### src/rtl/core/bap_out_fifo.sv
// Small result queue that decouples the output handshake from the pipeline.
module bap_out_fifo #(
  parameter int WIDTH = 8,
  parameter int DEPTH = 4,
  localparam int AW = (DEPTH > 1) ? $clog2(DEPTH) : 1,
  localparam int CW = $clog2(DEPTH + 1)
) (
  input  logic             clk,
  input  logic             rst,
  input  logic             push,
  input  logic [WIDTH-1:0] push_data,
  input  logic             pop,
  output logic             out_valid,
  output logic [WIDTH-1:0] out_data,
  output logic [CW-1:0]    count
);

  logic [WIDTH-1:0] slots [DEPTH];
  logic [AW-1:0]    head;
  logic [AW-1:0]    tail;

  always_ff @(posedge clk) begin
    if (rst) begin
      head  <= '0;
      tail  <= '0;
      count <= '0;
    end else begin
      if (push) begin
        tail <= (tail == AW'(DEPTH - 1)) ? '0 : tail + AW'(1);
      end
      if (pop) begin
        head <= (head == AW'(DEPTH - 1)) ? '0 : head + AW'(1);
      end
      if (push && !pop) begin
        count <= count + CW'(1);
      end else if (pop && !push) begin
        count <= count - CW'(1);
      end
    end
    if (push) begin
      slots[tail] <= push_data;
    end
  end

  assign out_valid = count != '0;
  assign out_data  = slots[head];

`ifndef SYNTH
  a_no_overflow: assert property (@(posedge clk) disable iff (rst)
    push |-> (count != CW'(DEPTH)) || pop)
    else $error("Result queue written while full.");
`endif

endmodule

### config.mk
export PLATFORM = sky130hd
export DESIGN_NAME = bap_out_fifo
export DESIGN_NICKNAME = d
export VERILOG_FILES = /design/src/rtl/core/bap_out_fifo.sv
export SDC_FILE = /design/constraint.sdc
export NUM_CORES = 1
export LEC_CHECK = 0
export BUFFER_PORTS_ARGS = -buffer_cell sky130_fd_sc_hd__buf_2
export CAP_MARGIN = 20
export CORE_ASPECT_RATIO = 1.75
export CORE_UTILIZATION = 25
export DETAILED_ROUTE_END_ITERATION = 12
export MAX_ROUTING_LAYER = met4
export PLACE_DENSITY = 0.42
export REMOVE_ABC_BUFFERS = 1
export SYNTH_ARGS = -nofsm -noshare
export SYNTH_HDL_FRONTEND = slang
export SYNTH_SLANG_ARGS = --single-unit
### constraint.sdc
create_clock -name clk -period 1.8 [get_ports clk]
set_input_delay 0.09 -clock clk [delete_from_list [all_inputs] [get_ports clk]]
set_output_delay 0.09 -clock clk [all_outputs]
set_load 0.01 [all_outputs]
==> flow_summary.ini, run 1 <==
[outcome]
status = completed

[clock_network]
hold_buffers = 0
cts_tree = yes
cts_max_level = 2
clk_path_buf_depth = 2
clock-sinks = 41
cts_resized = 0
cts_setup_buffers = 0
worstSkewPairLatency_ps = 280
clkTransAtPathRegs_ps = 70
root_buffer = clkbuf_8
numCtsBuffers = 5

[grt]
grt-ovfl-total = 0
grt_pass1_wl_um = 4374
grt_antenna_before_repair = 0
grt_pass1_vias = 871
grt_usage_pct = 9.415
grt_max_degree = 13

[die]
die_y_um = 107.6
die_w_um = 62.36
io_pins = 24
start_util_pct = 25.79
core_um2 = 6181
rows = 38
fp.dieArea_um2 = 6712

[routing]
drtIter0Drc = 13
drc_errors = 0
vias = 802
wl_per_cell_um = 13.93
dr.pass1.iters = 3
vias_per_cell = 4.113
wl_um = 2716
antenna_left = 0

[min_path]
hold_class = in -> reg
min_from = push_data[0]
hold-path-cell-count = 1
hold_end = slots[1][0]$_DFFE_PP_

[final_layout]
drive_above_1_share_pct = 33.91
design_area_um2 = 1904
area_delta_synth_final_pct = 19.47
n_antenna_cell = 0
final_nets = 134

[timing]
whs_ps = 16.42
period_share_pct = 87.78
skew_ps = 4.240
layout_min_cycle_time_ps = 1580
worstMarginPinSlew_ps = 458.3
drv_slew = 0
hold_viol = 0
setup_tns_ps = 0
fmax_mhz = 632.9
setup_viol = 0
rsz0062_at_grt = no
max_slew_margin_pct = 69.44

[synth]
yosysWarnings = 0
ys_ff_latch = 41
synth_cell_types = 16
synth_seq_area_share_pct = 71.59
synth_area_per_cell_um2 = 18.54
synth_cells = 86
syn_area_um2 = 1594

[worst_setup_path]
critPathKind = reg -> out
r2r_start = count[0]$_SDFFE_PP0P_
startpoint_type = flip-flop
cp_max_fo = 8
worstSetupEndpointType = primary output
reg2reg_slack_ps = 340
crit_arrival_ps = 1490
reg2reg_to = count[2]$_SDFFE_PP0P_
r2r_cells = 4
crit_required_ps = 1710

[pwr]
leakagePower_uw = 0.0007044
p_total_uw = 2020
power.density_nw_per_um2 = 1061
irDropWorstVdd_mv = 0.4265

[place]
numPortBuffers = 23
place_area_um2 = 1800
dp_hpwl_um = 1957
place.gp.congestion = 0.6759

[run]
max_cap_viol_count = 0
==> registers in the layout, indices dropped and copies added (netlist names), named ones only <==
| name | cells |
|---|---|
| count | 3 |
| head | 2 |
| tail | 2 |
| slots | 32 |
==> worst max-delay path, stage by stage, from the launching register on <==
cell and delay (ps):
dfxtp_1 310, buf_4 200, mux4_2 530, buf_2 160
==> worst max-delay path by stage <==
stage | from | endpoint | slack (ps) | cells after the start
3_5_place_dp | pop | count[2]$_SDFFE_PP0P_ | 220 | 8
6_report | flip-flop | out_data[2] | 220 | 3
3_3_place_gp | pop | count[2]$_SDFFE_PP0P_ | 260 | 8
4_1_cts | flip-flop | out_data[2] | 180 | 3
5_1_grt | flip-flop | out_data[2] | 130 | 3
2_1_floorplan | count[0]$_SDFFE_PP0P_ | count[2]$_SDFFE_PP0P_ | 380 | 4
==> logic make-up (layout without fill, tap and decap cells) <==
| kind of cell | after synthesis | after routing | synth area share, % |
|---|---|---|---|
| flops | 41 | 41 | 71.59 |
| mux | 11 | 11 | 13.19 |
| simple gates | 14 | 14 | 4.709 |
| fa+ha+maj | 7 | 7 | 5.965 |
| buf+inv | 7 | 36 | 2.198 |
| xor+xnor | 2 | 2 | 1.099 |
| compound gates | 4 | 4 | 1.255 |
==> Yosys cell counts (all sizes together) <==
cell	count	share of area, %
mux4	8	11
xor2	2	1.1
o21ai	1	0.31
a21oi	3	0.94
or3	2	0.78
nor2	6	1.4
nor3b	2	0.94
and2	4	1.6
inv	5	1.2
fa	1	1.3
ha	6	4.7
dfxtp	9	11
mux2i	3	1.9
buf	1	0.71
clkbuf	1	0.31
edfxtp	32	60
==> layer usage <==
metal	track usage, %	part of all wire (%)	up-vias
li1	-	-	377
met2	17.27	56	21
met4	5.482	2.7	0
met5	-	0	-
met1	8.294	37	399
met3	3.072	4.5	5
==> placed cells by master, fill, tap and decap left out, drive strengths merged <==
cell type  count
a21oi          3
and2           4
buf           24
bufinv         1
clkbuf         5
clkinv         1
dfxtp          9
edfxtp        32
fa             1
ha             6
inv            5
mux2i          3
mux4           8
nor2           6
nor3b          2
o21ai          1
or3            2
xor2           2
==> through the flow <==
| step | worst slack [ps] | utilization (%) | instances |
|---|---|---|---|
| after global routing | 133.7 | 30.81 | 195 |
| after global placement | 257.7 | 29.13 | 188 |
| after floorplan | 375.2 | - | 84 |
| after CTS | 177.2 | 30.81 | 195 |
| final | 219.9 | 30.81 | 195 |
| after detailed placement | 223.5 | 29.13 | 188 |
==> area by class of cell <==
type                    instances  area [um2]
clock inverters                 2       35.03
repair buffers                 24       122.6
inverters                       5       18.77
clock buffers                   5       68.82
multi-input cells              38       417.9
well taps                      80       100.1
flip-flops and latches         41        1141
fillers                       640        4277
==> power by group <==
part	switching, uW	internal [uW]
sequential	30.9	1070
combinational	112	109
clock	294	403
total	436	1580
Note: power is estimated with default switching activity, not from simulation.
==> inputs of run 2 (changes only) <==
HOLD_SLACK_MARGIN = 0.05   (was unset)
SLEW_MARGIN = 20   (was unset)
==> flow_summary.ini, run 2 (synthesis gave the netlist of run 1 again) <==
[pwr]
irDropWorstVdd_mv = 0.4268
power.density_nw_per_um2 = 1025
leakagePower_uw = 0.0007378

[timing]
drv_slew = 0
whs_ps = 63.09
setup_viol = 0
hold_viol = 0
fmax_mhz = 632.1
rsz0062_at_grt = no
skew_ps = 4.198
period_share_pct = 87.89
layout_min_cycle_time_ps = 1582
max_slew_margin_pct = 69.35
worstMarginPinSlew_ps = 459.8
setup_tns_ps = 0

[routing]
drc_errors = 0
vias_per_cell = 4.074
dr.pass1.iters = 3
route.met2.wl_um = 1524
routed.top_layer = met4
wl_met3_um = 117
wl_met1_um = 1027
wl_um = 2741
wl_per_cell_um = 13.50
antenna_left = 0
drtIter0Drc = 10
vias = 827

[final_layout]
fill_cells = 638
register_area_um2 = 1141
layout_commonest_cell = edfxtp_1
multi_input_area_um2 = 417.9
final_util_pct = 32.11
final_nets = 142
final_cell_mix = 32 x edfxtp_1, 23 x buf_2, 9 x dfxtp_1, 8 x mux4_2, 8 x dlygate4sd3_1
top_register = slots
reg.largest.list = slots: 32 flops, count: 3 flops
area_delta_synth_final_pct = 24.49
drive_above_1_share_pct = 31.71
largest_reg_flops = 32
fin_cells = 203
n_antenna_cell = 0

[grt]
grt_max_degree = 13
grt_pass1_vias = 884
grt_pass1_wl_um = 4436
grt-ovfl-total = 0
grt_usage_pct = 9.508
grt_antenna_before_repair = 0

[clock_network]
root_buffer = clkbuf_8
cts_max_level = 2
clk_path_buf_depth = 2
cts_setup_buffers = 0
numCtsBuffers = 5
hold_buffers = 8
cts_tree = yes
clkTransAtPathRegs_ps = 70
clock-sinks = 41
worstSkewPairLatency_ps = 280
cts_resized = 0

[place]
dp_cells = 188
numPortBuffers = 23
place.gp.congestion = 0.6759
dp_hpwl_um = 1957

[die]
rows = 38
fp.dieArea_um2 = 6712
die_y_um = 107.6
start_util_pct = 25.79
core_um2 = 6181
die_w_um = 62.36
io_pins = 24

[worst_setup_path]
crit_required_ps = 1710
cp_max_fo = 8
path_cells = buf_4 -> mux4_2 -> buf_2
crit_arrival_ps = 1490
crit_buf_inv = 2
startpoint_type = flip-flop
critPathKind = reg -> out
cp_slowest_stage_delay_ps = 530
critPathTopFamily = multiplexers
slowest_stage = mux4_2
worstSetupEndpointType = primary output

[min_path]
hold_class = in -> reg

[run]
max_cap_viol_count = 0

[outcome]
status = completed
run 2: cell types whose count changed in the layout (fill, tap and decap cells not counted):
cell,before,now
dlygate4sd3_1,0,8
run 2: worst paths after layout:
path	startpoint	to	slack [ps]	depth (start not counted)
min reg2reg	count[2]$_SDFFE_PP0P_	count[2]$_SDFFE_PP0P_	500	2
max	flip-flop	out_data[2]	220	3
max reg2reg	count[0]$_SDFFE_PP0P_	count[2]$_SDFFE_PP0P_	340	4
min	rst	count[2]$_SDFFE_PP0P_	60	2
run 2: per-layer routing:
metal  global-route usage, %  vias to the layer above
met5                       -                        -
met4                   5.482                        0
met3                   2.966                        5
met2                   17.35                       21
met1                   8.566                      408
li1                        -                      393
run 2: worst reg2reg max path: stages (launching register included):
cell	delay [ps]
dfxtp_1	360
fa_1	440
xor2_1	150
or3_1	300
a21oi_1	140
run 2: power breakdown:
part / internal, uW / total, uW / switching, uW / leakage [uW]
sequential: 1070 / 1100 / 30.9 / 0.000368
clock: 403 / 697 / 294 / 0.0000540
combinational: 120 / 234 / 114 / 0.000316
run 2: final cells by class:
| type | instances | share of cell area [%] |
|---|---|---|
| Clock buffer | 5 | 3.468 |
| Clock inverter | 2 | 1.765 |
| Tap cell | 80 | 5.044 |
| Multi-Input combinational cell | 38 | 21.06 |
| Sequential cell | 41 | 57.50 |
| Inverter | 5 | 0.9458 |
| Timing Repair Buffer | 32 | 10.21 |
run 2: per-stage QoR:
step | worst slack (ps) | total power, uW | instance area (um2)
global placement | 257.7 | 1350 | 1800
global route | 133.7 | 2131 | 1984
detailed placement | 223.5 | 1354 | 1800
floorplan | 375.2 | 1254 | 1578
finish | 218.0 | 2034 | 1984
CTS | 177.2 | 2069 | 1984
==> inputs of run 3 (changes only) <==
CORE_UTILIZATION = 54   (was 25)
PLACE_DENSITY = 0.77   (was 0.42)
==> flow_summary.ini, run 3 (synthesis gave the netlist of run 1 again) <==
[final_layout]
design_area_um2 = 1926
n_antenna_cell = 0
final_util_pct = 69.95
drive_above_1_share_pct = 31.45
final_cell_mix = 32 x edfxtp_1, 23 x buf_2, 9 x dfxtp_1, 8 x mux4_2, 8 x dlygate4sd3_1
layout_commonest_cell = edfxtp_1
largest_reg_flops = 32
top_register = slots
register_area_um2 = 1141
reg.largest.list = slots: 32 flops, count: 3 flops
fin_cells = 151
final_nets = 142
multi_input_area_um2 = 417.9
area_delta_synth_final_pct = 20.80
fill_cells = 202

[place]
pre_cts_ws_ps = 207.7
place.gp.congestion = 0.6243
dp_hpwl_um = 1660
place_area_um2 = 1734
numPortBuffers = 23
dp_cells = 135

[grt]
grt_antenna_before_repair = 0
grt_usage_pct = 17.89
grt_max_degree = 13
grt_pass1_wl_um = 3864
grt_pass1_vias = 867
grt-ovfl-total = 0

[die]
die_w_um = 43.07
rows = 25
die_y_um = 73.88
io_pins = 24
core_um2 = 2753
fp.dieArea_um2 = 3182
start_util_pct = 57.91

[timing]
layout_min_cycle_time_ps = 1561
rsz0062_at_grt = no
drv_slew = 0
hold_viol = 0
setup_viol = 0
period_share_pct = 86.72
skew_ps = 8.098
worst_slack_ps = 239.0
fmax_mhz = 640.6
worstMarginPinSlew_ps = 436.5
setup_tns_ps = 0
max_slew_margin_pct = 70.90

[clock_network]
numCtsBuffers = 5
worstSkewPairLatency_ps = 290
clock-sinks = 41
root_buffer = clkbuf_8
clk_path_buf_depth = 2
cts_tree = yes
clkTransAtPathRegs_ps = 80
cts_max_level = 2
cts_resized = 0

[worst_setup_path]
worstSetupEndpointType = primary output
cp_slowest_stage_delay_ps = 520
r2r_cells = 4
r2r_start = count[0]$_SDFFE_PP0P_
crit_arrival_ps = 1470
critPathKind = reg -> out
cp_max_fo = 8
crit_required_ps = 1710
path_cells = buf_4 -> mux4_2 -> buf_2
startpoint_type = flip-flop
reg2reg_to = count[2]$_SDFFE_PP0P_
slowest_stage = mux4_2
reg2reg_slack_ps = 320

[pwr]
leakagePower_uw = 0.0007404
power.density_nw_per_um2 = 1054
irDropWorstVdd_mv = 0.9944

[routing]
wl_per_cell_um = 15.93
vias = 824
wl_um = 2406
drtIter0Drc = 17
vias_per_cell = 5.457
antenna_left = 0
dr.pass1.iters = 4
drc_errors = 0

[min_path]
min_from = rst
hold_class = in -> reg
hold-path-cell-count = 2
hold_end = count[0]$_SDFFE_PP0P_

[run]
max_cap_viol_count = 0

[outcome]
status = completed
run 3: cell types whose count changed in the layout (fill, tap and decap cells not counted):
cell	delta
clkinv_2	-1
clkbuf_16	+1
clkbuf_8	+1
bufinv_16	-1
clkbuf_1	+1
run 3: per-layer routing:
layer | routed length (um) | part of all wire [%] | GRT usage, % | vias to the layer above
met5 | 0 | 0 | - | -
met4 | 60 | 2.5 | 9.091 | 0
met3 | 97 | 4.0 | 5.897 | 7
met2 | 1299 | 54 | 30.13 | 22
met1 | 948 | 39 | 18.26 | 395
li1 | - | - | - | 400
run 3: through the flow:
stage                     power [uW]  hold slack (ps)
after floorplan                 1254            159.1
after global placement          1335            299.4
after detailed placement        1347            310.2
after CTS                       2047            50.19
after global routing            2111            55.19
final                           2030            56.08
run 3: report_power, final:
| group | switching, uW | internal (uW) |
|---|---|---|
| Combinational | 111 | 121 |
| Clock | 299 | 396 |
| Sequential | 30.7 | 1070 |
run 3: what timing repair did:
action / CTS / global route
endpoints found under the hold margin: 32 / 0
hold buffers: 8 / 0
setup buffers: 0 / 0
run 3: cell type report:
cell class	instances	area share (%)
Sequential cell	41	59.26
Multi-Input combinational cell	38	21.70
Timing Repair Buffer	32	10.53
Clock buffer	8	5.783
Tap cell	27	1.754
Inverter	5	0.9747
run 3: worst max-delay path by stage:
| stage | cells after the start | end | from |
|---|---|---|---|
| 6_report | 3 | out_data[3] | flip-flop |
| 2_1_floorplan | 4 | count[2]$_SDFFE_PP0P_ | count[0]$_SDFFE_PP0P_ |
| 3_5_place_dp | 8 | count[2]$_SDFFE_PP0P_ | pop |
| 3_3_place_gp | 8 | count[2]$_SDFFE_PP0P_ | pop |
| 4_1_cts | 3 | out_data[3] | flip-flop |
| 5_1_grt | 3 | out_data[3] | flip-flop |
run 3: worst max-delay path, delay by kind of cell (launching register included):
family / cells / cell delay [ps]
buffers and inverters: 2 / 350
DFF: 1 / 310
muxes: 1 / 520
