`src/rtl/core/bap_pkg.sv`:
```
// Shared constants, register codes and types for the block average pixelate core.
package bap_pkg;

  localparam int MAX_WIDTH_DEF  = 2048;
  localparam int MAX_HEIGHT_DEF = 2048;
  localparam int TILE_SIZE_DEF  = 3;
  localparam int OUT_DEPTH      = 4;
  localparam int CFG_DATA_W     = 16;
  localparam int SIZE_REG_W     = 12;
  localparam int POS_W          = 16;
  localparam int COLOR_W        = 8;

  typedef enum logic [1:0] {
    REG_REGION_WIDTH  = 2'd0,
    REG_REGION_HEIGHT = 2'd1,
    REG_ORIGIN_X      = 2'd2,
    REG_ORIGIN_Y      = 2'd3
  } reg_index_t;

  typedef struct packed {
    logic                    valid;
    logic                    final_tile;
    logic signed [POS_W-1:0] tile_x;
    logic signed [POS_W-1:0] tile_y;
  } tile_ctl_t;

endpackage

```
`src/rtl/core/bap_avg.sv`:
```
// Tile average by multiplication with a reciprocal chosen by pixel count.
module bap_avg #(
  parameter int TILE_SIZE = bap_pkg::TILE_SIZE_DEF,
  localparam int SW   = $clog2(TILE_SIZE * TILE_SIZE * 255 + 1),
  localparam int TWW  = $clog2(TILE_SIZE + 1),
  localparam int CNTW = $clog2(TILE_SIZE * TILE_SIZE + 1)
) (
  input  logic                        clk,
  input  logic                        rst,
  input  bap_pkg::tile_ctl_t          ctl_in,
  input  logic [TWW-1:0]              tw_in,
  input  logic [TWW-1:0]              th_in,
  input  logic [CNTW-1:0]             cnt,
  input  logic [SW-1:0]               sum_red,
  input  logic [SW-1:0]               sum_green,
  input  logic [SW-1:0]               sum_blue,
  output bap_pkg::tile_ctl_t          ctl_out,
  output logic [TWW-1:0]              tw_out,
  output logic [TWW-1:0]              th_out,
  output logic [bap_pkg::COLOR_W-1:0] avg_red,
  output logic [bap_pkg::COLOR_W-1:0] avg_green,
  output logic [bap_pkg::COLOR_W-1:0] avg_blue
);

  localparam int K    = SW + $clog2(TILE_SIZE * TILE_SIZE);
  localparam int RW   = K + 1;
  localparam int PW   = SW + RW;
  localparam int NREC = 2 ** CNTW;
  localparam int CLW  = bap_pkg::COLOR_W;

  logic [RW-1:0] recip_tab [NREC];
  logic [RW-1:0] recip;
  logic [PW-1:0] prod_red;
  logic [PW-1:0] prod_green;
  logic [PW-1:0] prod_blue;

  // ceil(2^K / d) makes the truncated quotient exact for every tile sum and pixel count in use.
  for (genvar d = 0; d < NREC; d++) begin : g_recip
    localparam longint DV  = (d == 0) ? 1 : d;
    localparam longint RV  = ((64'd1 << K) + DV - 1) / DV;
    assign recip_tab[d] = RW'(RV);
  end

  assign recip = recip_tab[cnt];

  always_ff @(posedge clk) begin
    if (rst) begin
      ctl_out.valid <= 1'b0;
    end else begin
      ctl_out.valid <= ctl_in.valid;
    end
    ctl_out.final_tile <= ctl_in.final_tile;
    ctl_out.tile_x     <= ctl_in.tile_x;
    ctl_out.tile_y     <= ctl_in.tile_y;
    tw_out             <= tw_in;
    th_out             <= th_in;
    prod_red           <= PW'(sum_red) * PW'(recip);
    prod_green         <= PW'(sum_green) * PW'(recip);
    prod_blue          <= PW'(sum_blue) * PW'(recip);
  end

  assign avg_red   = prod_red[K+CLW-1:K];
  assign avg_green = prod_green[K+CLW-1:K];
  assign avg_blue  = prod_blue[K+CLW-1:K];

`ifndef SYNTH
  a_avg_range: assert property (@(posedge clk) disable iff (rst)
    ctl_out.valid |-> (prod_red[PW-1:K+CLW] == '0) && (prod_green[PW-1:K+CLW] == '0) &&
                      (prod_blue[PW-1:K+CLW] == '0))
    else $error("Tile average exceeds the color range.");
`endif

endmodule

```
`config.mk`:
```
export PLATFORM = sky130hd
export DESIGN_NAME = bap_avg
export DESIGN_NICKNAME = d
export VERILOG_FILES = /design/src/rtl/core/bap_pkg.sv /design/src/rtl/core/bap_avg.sv
export SDC_FILE = /design/constraint.sdc
export NUM_CORES = 1
export LEC_CHECK = 0
export BUFFER_PORTS_ARGS = -buffer_cell sky130_fd_sc_hd__buf_2
export CORE_AREA = 5 5 206 208
export CTS_CLUSTER_SIZE = 30
export DETAILED_ROUTE_END_ITERATION = 10
export DIE_AREA = 0 0 211 213
export GPL_ROUTABILITY_DRIVEN = 0
export GPL_TIMING_DRIVEN = 0
export PLACE_DENSITY = 0.63
export SLEW_MARGIN = 25
export SYNTH_ARGS = -nofsm -noshare
export SYNTH_HDL_FRONTEND = slang
export SYNTH_SLANG_ARGS = --single-unit
export TNS_END_PERCENT = 50
```
`constraint.sdc`:
```
create_clock -name clk -period 6.1 [get_ports clk]
set_clock_uncertainty 0.05 [all_clocks]
set_input_delay 0.61 -clock clk [delete_from_list [all_inputs] [get_ports clk]]
set_output_delay 0.61 -clock clk [all_outputs]
set_load 0.01 [all_outputs]
```
==> results of run 1 <==
-- layout by cell type, fill, tap and decap left out, types with 13 or more instances in the layout --
cell type and n:
inv_1 558, nand2_1 416, fa_1 409, and2_1 148, buf_2 120, ha_1 117
dfxtp_1 62, buf_4 58, clkbuf_1 43, xnor2_1 40, and3_1 19, buf_1 14
fa_2 14, nor2_1 13, clkbuf_8 13, a21oi_1 13, clkbuf_16 13, ha_4 13
-- what timing repair did --
action	CTS	global route
setup endpoints to repair	24	19
pin swaps	30	49
resized for setup	162	109
buffers inserted	44	20
cloned	0	1
-- stage by stage --
| step | area [um^2] | setup WS [ps] | TNS (ps) |
|---|---|---|---|
| final | 21100 | 48.4 | 0 |
| after global routing | 21100 | -155 | -638 |
| after CTS | 20500 | -2.55 | -2.55 |
| after detailed placement | 19200 | -1610 | -30950 |
| after global placement | 19200 | -1560 | -29580 |
| after floorplan | 17900 | 2.32 | 0 |
-- metal layers --
metal | track usage, % | share of wire (%) | wire (um)
met2 | 38.7 | 47 | 24200
met5 | 0 | 0.064 | 33
met3 | 4.16 | 8.0 | 4130
met4 | 10.7 | 5.5 | 2860
met1 | 30.6 | 40 | 20500
-- path summary, 6_finish.rpt --
kind | endpoint | slack (ps) | depth (start not counted)
hold / removal | tw_out[0] | 300 | 1
setup / recovery | prod_blue[23] | 50 | 25
-- state kept, by name, indices dropped and copies added, names as in the netlist --
signal	flops
ctl_out	34
prod_blue	8
prod_green	8
prod_red	8
th_out	2
tw_out	2
-- cells by family after synthesis --
| group | count (synthesis) | share of synthesized area, % |
|---|---|---|
| flops | 62 | 6.94 |
| xor+xnor | 50 | 2.45 |
| simple gates | 648 | 16.5 |
| buf+inv | 676 | 14.2 |
| mux | 2 | 0.112 |
| fa+ha+maj | 555 | 56.6 |
| compound gates | 83 | 3.20 |
-- worst max-delay path, delay by kind of cell --
| family | cells | cell delay (ps) |
|---|---|---|
| buf+inv | 7 | 760 |
| xor+xnor | 1 | 70 |
| compound gates | 8 | 1670 |
| fa+ha+maj | 7 | 2890 |
| simple gates | 2 | 200 |
-- layout make-up --
type                            instances  area, um^2
Timing Repair Buffer                  189        1190
Clock buffer                           10         239
Clock inverter                          6        71.3
Sequential cell                        62        1240
Buffer                                107         836
Tap cell                              532         666
Multi-Input combinational cell       1338       14700
Fill cell                            3826       19300
Inverter                              568        2140
-- power by group --
part           internal, uW  switching, uW  leakage (uW)
combinational          2680           3380        0.0101
sequential              552           22.5      0.000523
clock                   330            231      0.000145
total                  3560           3640        0.0108
==> results.sh, run 1 <==
export IMPL_drv_slew=0
export IMPL_synth_top_cells_by_count="inv_1 (568), nand2_1 (424), fa_1 (423), and2_1 (150), ha_1 (132)"
export IMPL_antenna_cells=0
export IMPL_postRouteAntennaNets=0
export IMPL_avgRoutedWirePerCell_um=18.4
export IMPL_end_kind="register"
export IMPL_power_total_uw=7190
export IMPL_worst_slew_pin_slew_ps=904
export IMPL_avgSynthCellArea_um2=8.62
export IMPL_drt_iter0_drc=852
export IMPL_clk_pin_slew_ps=80
export IMPL_place_inst=2732
export IMPL_cp_start_kind="input pin"
export IMPL_grt_first_pass_wirelength_um=82700
export IMPL_cp_max_fo=10
export IMPL_cp_common_cell="fa_1"
export IMPL_cts_hold_repair_buffers=0
export IMPL_criticalPathCategory="in2reg"
export IMPL_nets=2910
export IMPL_initial_utilization_pct=44.3
export IMPL_die_area_um2=44900
export IMPL_yosysTopAreaCellShare_pct=47.3
export IMPL_crit_arrival_ps=6230
export IMPL_post_dp_hpwl_um=40700
export IMPL_grt_overflow=0
export IMPL_ys_types=46
export IMPL_leakage_uw=0.0108
export IMPL_cts_path_max_buffers=2
export IMPL_row_count=74
export IMPL_firstDrtPassIters=5
export IMPL_synth_area_leaders="fa_1 (47%), inv_1 (12%), ha_1 (9.2%)"
export IMPL_drt_wl_total_um=51700
export IMPL_drive_above_1_share_pct=15.4
export IMPL_worstPathRequired_ps=6280
export IMPL_crit_start="cnt[1]"
export IMPL_syn_inst=2076
export IMPL_die_h_um=213
export IMPL_avgViaCountPerCell=5.05
export IMPL_die_w_um=211
export IMPL_yosys_area_top_type="fa_1"
export IMPL_cts_max_level=3
export IMPL_relSlewSlack_pct=39.7
export IMPL_synthToLayoutAreaGrowth_pct=17.8
export IMPL_min_from="tw_in[0]"
export IMPL_cts_tree="yes"
export IMPL_fmax_mhz=165
export IMPL_grt_usage_pct=23.5
export IMPL_min_path_type="in2reg"
export IMPL_drv_cap=0
export IMPL_grt_setup_unrepaired="yes"
export IMPL_synth_main_ff_cell="dfxtp_1"
export IMPL_io_buffers=124
export IMPL_vias=14200
export IMPL_ir_drop_mv=0.302
export IMPL_timing_hold_ws_ps=297
export IMPL_cts_sinks=62
export IMPL_synthesis_area_um2=17900
export IMPL_coreArea_um2=40400
export IMPL_syn_nets=2711
export IMPL_final_cells=2812
export IMPL_remaining_drc_errors=0
export IMPL_slowest_delay_ps=520
export IMPL_synthArstFlopShare_pct=0
export IMPL_fin_util_pct=52.2
export IMPL_synth_seq_cells=62
export IMPL_ys_warnings_count=0
export IMPL_min_period_ps=6050
export IMPL_power_density_nw_per_um2=341
export IMPL_status="finished clean"
export IMPL_antenna_found_initial=2
export IMPL_synth_most_common_cell="inv_1"
export IMPL_cts_buffers=9
export IMPL_ys_seq_area_share_pct=6.94
export IMPL_synth_edf_count=0
export IMPL_finalHoldViolations=0
export IMPL_finalCritPeriodShare_pct=99.2
export IMPL_setup_viol=0
export IMPL_slowest_stage="fa_1"
export IMPL_cts_root_buffer="clkbuf_16"
export IMPL_ioPinCount=142
export IMPL_grt_pass1_vias=15500
export IMPL_grt_max_degree=13
(Power assumes the default switching activity.)
==> run 2: changes to the inputs <==
CELL_PAD_IN_SITES_DETAIL_PLACEMENT = 1   (was unset)
CELL_PAD_IN_SITES_GLOBAL_PLACEMENT = 2   (was unset)
CORE_AREA = 5 5 233 235   (was 5 5 206 208)
DIE_AREA = 0 0 238 240   (was 0 0 211 213)
PLACE_DENSITY = 0.76   (was 0.63)
==> run 2 against run 1 <==
Compared with the run above: the flow now finishes with violations (setup timing); clock power shrank 3%; via count grew 0.50%; first-iteration DRC count shrank 17%; final area grew 3.5%; count of clock-buffer cells in the layout is the same; fmax shrank 1.3%; global-route usage shrank 2.6 points; non-clock buffer count grew 21; wire length grew 16%; critical endpoint unchanged.
==> results.sh, run 2 (synthesized netlist as in run 1, its figures left out) <==
export IMPL_cts_hold_repair_buffers=0
export IMPL_ir_drop_mv=0.253
export IMPL_cts_root_buffer="clkbuf_16"
export IMPL_ioPinCount=142
export IMPL_drv_slew=0
export IMPL_die_h_um=240
export IMPL_io_buffers=124
export IMPL_remaining_drc_errors=0
export IMPL_antenna_found_initial=1
export IMPL_worst_slew_pin_slew_ps=867
export IMPL_dp_slack_ps=-1900
export IMPL_cts_tree="yes"
export IMPL_max_flop_register="ctl_out"
export IMPL_nets=2931
export IMPL_grt_first_pass_wirelength_um=92200
export IMPL_avgViaCountPerCell=4.77
export IMPL_cp_start_kind="input pin"
export IMPL_postRouteAntennaNets=0
export IMPL_relSlewSlack_pct=42.2
export IMPL_cp_max_fo=6
export IMPL_vias=14300
export IMPL_coreArea_um2=52000
export IMPL_end_kind="register"
export IMPL_finalHoldViolations=0
export IMPL_clk_pin_slew_ps=80
export IMPL_min_period_ps=6130
export IMPL_setup_viol=2
export IMPL_die_area_um2=57100
export IMPL_cts_path_max_buffers=2
export IMPL_timing_hold_ws_ps=290
export IMPL_drive_above_1_share_pct=18.3
export IMPL_leakage_uw=0.0110
export IMPL_violations="setup timing"
export IMPL_power_density_nw_per_um2=353
export IMPL_finalCritPeriodShare_pct=101
export IMPL_cts_max_level=3
export IMPL_synthToLayoutAreaGrowth_pct=22.0
export IMPL_placed_area_um2=19400
export IMPL_wl_met3_um=2810
export IMPL_finalInstanceArea_um2=21800
export IMPL_avgRoutedWirePerCell_um=20.0
export IMPL_firstDrtPassIters=5
export IMPL_crit_arrival_ps=6320
export IMPL_initial_utilization_pct=34.4
export IMPL_met2_length_um=29500
export IMPL_final_cell_mix="inv_1 (550), nand2_1 (406), fa_1 (398)"
export IMPL_worstPathRequired_ps=6290
export IMPL_wl_met1_um=25600
export IMPL_grt_setup_unrepaired="yes"
export IMPL_row_count=84
export IMPL_grt_max_degree=12
export IMPL_drt_iter0_drc=707
export IMPL_dr_max_layer_used="met4"
export IMPL_status="complete, but fails checks"
export IMPL_grt_pass1_vias=16000
export IMPL_die_w_um=238
export IMPL_cts_sinks=62
export IMPL_fin_util_pct=41.9
export IMPL_drt_wl_total_um=59900
export IMPL_largest_reg_flops=34
export IMPL_drv_cap=0
export IMPL_grt_usage_pct=21.0
export IMPL_cts_buffers=9
export IMPL_criticalPathCategory="in2reg"
export IMPL_power_total_uw=7710
export IMPL_grt_overflow=0
export IMPL_post_dp_hpwl_um=47400
export IMPL_final_common_cell="inv_1"
export IMPL_setup_ws_ps=-31.4
export IMPL_min_path_type="in2reg"
export IMPL_fmax_mhz=163
==> run 2: cell count changes in the layout (fill, tap and decap cells not counted), moves of 8 or more <==
cell and delta:
buf_12 +9, fa_1 -11, fa_2 +11, nand2_1 -10, inv_2 +8, nand2_2 +8
inv_1 -8, buf_4 +14
==> run 2: what timing repair did <==
action / 4_1_cts / 5_1_grt
setup buffers: 55 / 32
cloned: 0 / 1
pin swaps: 55 / 98
endpoints found under the setup margin: 24 / 18
gates resized for setup: 202 / 142
==> run 2: layout make-up <==
cell class	count	area, um^2
inverters	568	2150
well taps	688	861
multi-input cells	1338	14900
plain buffers	105	846
diodes	1	2.50
fillers	6088	30200
repair buffers	212	1490
flip-flops and latches	62	1240
clock buffers	10	229
clock inverters	6	62.6
==> run 2: layer usage <==
| metal | track usage (%) | up-vias |
|---|---|---|
| met5 | 0 | - |
| met4 | 5.41 | 0 |
| met3 | 2.34 | 92 |
| met2 | 36.4 | 382 |
| met1 | 28.2 | 7477 |
| li1 | - | 6325 |
==> run 2: through the flow <==
step | setup TNS (ps) | std cells
after CTS | -44.7 | 2959
after global placement | -36510 | 2888
after detailed placement | -34410 | 2888
after global routing | -1750 | 2989
final | -42.9 | 2990
after floorplan | 0 | 2076
==> run 2: where the power goes <==
group	switching (uW)	leakage [uW]	internal, uW	total [uW]
Sequential	23.0	0.000523	552	575
Combinational	3660	0.0103	2930	6590
Clock	227	0.000134	315	542
==> run 2: final timing paths <==
path	startpoint	endpoint	slack [ps]	depth (start not counted)
setup / recovery	cnt[1]	prod_blue[23]	-30	27
hold / removal	ctl_in[4]	ctl_out[4]	290	1
==> run 2: worst max-delay path, cell delays in order <==
cell and delay, ps:
buf_12 90, clkinvlp_4 120, buf_6 160, buf_12 120
ha_4 170, o211ai_1 320, o31ai_4 150, buf_12 180
buf_12 140, nand2_1 70, fa_1 460, fa_1 480
inv_1 90, fa_2 450, fa_1 520, inv_1 50
fa_1 490, inv_2 50, ha_4 210, nand4_1 110
o21bai_1 110, a211oi_2 240, o221a_4 250, o2111ai_4 140
o31a_4 320, a21oi_4 160, xnor2_2 60
==> run 3: changes to the inputs <==
CORE_AREA = 2 2 230 232   (was 5 5 233 235)
DIE_AREA = 0 0 232 234   (was 0 0 238 240)
==> run 3 against run 2 <==
Compared with the run above: the run now ends clean; critical path depth is 4 lower; non-clock buffer count shrank 15; hold slack better by 4.9 ps; via count shrank 1.6%; final area is 1.3% lower; core utilization decreased by 0.54 points; sequential power about the same; critical path type unchanged; critical endpoint unchanged; largest cell class unchanged; largest power group unchanged.
==> results.sh, run 3 (synthesized netlist as in run 1, its figures left out) <==
export IMPL_drt_iter0_drc=655
export IMPL_placed_area_um2=19400
export IMPL_worstPathRequired_ps=6350
export IMPL_drive_above_1_share_pct=16.4
export IMPL_max_flop_register="ctl_out"
export IMPL_grt_max_degree=13
export IMPL_fillCellCount=6123
export IMPL_setup_viol=0
export IMPL_post_dp_hpwl_um=46500
export IMPL_cp_start_kind="input pin"
export IMPL_remaining_drc_errors=0
export IMPL_postRouteAntennaNets=0
export IMPL_vias=14000
export IMPL_cts_max_level=3
export IMPL_grt_overflow=0
export IMPL_coreArea_um2=52000
export IMPL_power_density_nw_per_um2=350
export IMPL_min_path_type="in2reg"
export IMPL_grt_first_pass_wirelength_um=91200
export IMPL_min_period_ps=6040
export IMPL_criticalPathCategory="in2reg"
export IMPL_die_w_um=232
export IMPL_cts_buffers=9
export IMPL_end_kind="register"
export IMPL_crit_start="cnt[0]"
export IMPL_drt_wl_total_um=58200
export IMPL_die_area_um2=54300
export IMPL_drv_slew=0
export IMPL_firstDrtPassIters=7
export IMPL_final_common_cell="inv_1"
export IMPL_power_total_uw=7550
export IMPL_cts_path_max_buffers=2
export IMPL_worst_slew_pin_slew_ps=880
export IMPL_leakage_uw=0.0109
export IMPL_finalHoldViolations=0
export IMPL_synthToLayoutAreaGrowth_pct=20.4
export IMPL_avgRoutedWirePerCell_um=19.6
export IMPL_initial_utilization_pct=34.4
export IMPL_status="finished clean"
export IMPL_relSlewSlack_pct=41.3
export IMPL_row_count=84
export IMPL_endpoint="prod_blue[23]"
export IMPL_finalCritPeriodShare_pct=99.0
export IMPL_largest_reg_flops=34
export IMPL_cts_sinks=62
export IMPL_crit_arrival_ps=6290
export IMPL_die_h_um=234
export IMPL_final_setup_tns_ps=0
export IMPL_grt_usage_pct=22.3
export IMPL_final_cell_mix="inv_1 (562), nand2_1 (416), fa_1 (400)"
export IMPL_nets=2916
export IMPL_cp_max_fo=10
export IMPL_cts_root_buffer="clkbuf_16"
export IMPL_avgViaCountPerCell=4.72
export IMPL_fin_util_pct=41.4
export IMPL_grt_setup_unrepaired="yes"
export IMPL_timing_hold_ws_ps=295
export IMPL_clk_pin_slew_ps=80
export IMPL_cts_tree="yes"
export IMPL_drv_cap=0
export IMPL_ir_drop_mv=0.273
export IMPL_fmax_mhz=166
export IMPL_grt_pass1_vias=15900
export IMPL_ioPinCount=142
export IMPL_cts_hold_repair_buffers=0
export IMPL_io_buffers=124
export IMPL_antenna_found_initial=1
export IMPL_finalInstanceArea_um2=21500
## run 3: cell types whose count changed in the layout (fill, tap and decap cells not counted), moves of 3 or more
cell     delta
buf_4       -7
buf_8       -5
ha_1        +3
ha_4        -5
inv_1      +12
inv_2      -12
nand2_1    +10
nand2_2     -8
## run 3: area by class of cell
class	count	area, um^2	share of cell area (%)
multi-input combinational	1338	14800	68.8
inverter	568	2140	9.96
timing repair buffer	195	1330	6.15
sequential	62	1240	5.76
tap	688	861	4.00
buffer	107	836	3.88
clock buffer	10	239	1.11
clock inverter	6	70.1	0.325
antenna	1	2.50	0.0116
## run 3: critical path, stage by stage
cell,delay [ps]
buf_6,130
ha_2,260
nand2b_1,160
o21ai_4,360
buf_4,310
nand2_1,120
fa_2,510
fa_1,570
inv_1,60
fa_1,440
fa_1,490
inv_1,50
fa_1,470
inv_1,40
ha_1,290
nand4_1,120
o21bai_1,110
a211oi_2,250
o221a_4,250
o2111ai_4,120
o31a_4,310
a21oi_2,150
xnor2_1,120
## run 3: metal layers
metal,wire length (um),up-vias,track usage [%]
met3,2100,82,2.18
met4,1860,0,6.71
met1,25500,7336,29.3
met5,0,-,0
met2,28700,320,38.7
li1,-,6303,-
## run 3: through the flow
stage	worst slack, ps	instances
2_1_floorplan	2.32	2076
3_3_place_gp	-1940	2888
3_5_place_dp	-1920	2888
4_1_cts	1.45	2945
5_1_grt	-162	2975
6_report	59.2	2975
## run 3: report_power, final
part | switching [uW] | internal, uW | total [uW]
sequential | 21.1 | 551 | 572
combinational | 3580 | 2820 | 6400
clock | 244 | 331 | 575
## run 3: worst min-delay path by stage
stage / slack (ps) / startpoint / depth (start not counted) / to
2_1_floorplan: 590 / ctl_in[0] / 0 / ctl_out[0]
3_3_place_gp: 660 / ctl_in[16] / 1 / ctl_out[16]
3_5_place_dp: 660 / ctl_in[5] / 1 / ctl_out[5]
4_1_cts: 280 / ctl_in[31] / 1 / ctl_out[31]
5_1_grt: 280 / ctl_in[31] / 1 / ctl_out[31]
6_report: 300 / ctl_in[7] / 1 / ctl_out[7]
## run 3: repair_timing
| action | CTS | global route |
|---|---|---|
| setup buffers | 41 | 29 |
| pin swaps | 40 | 86 |
| cloned | 1 | 1 |
| gates resized for setup | 178 | 119 |
| endpoints found under the setup margin | 24 | 19 |
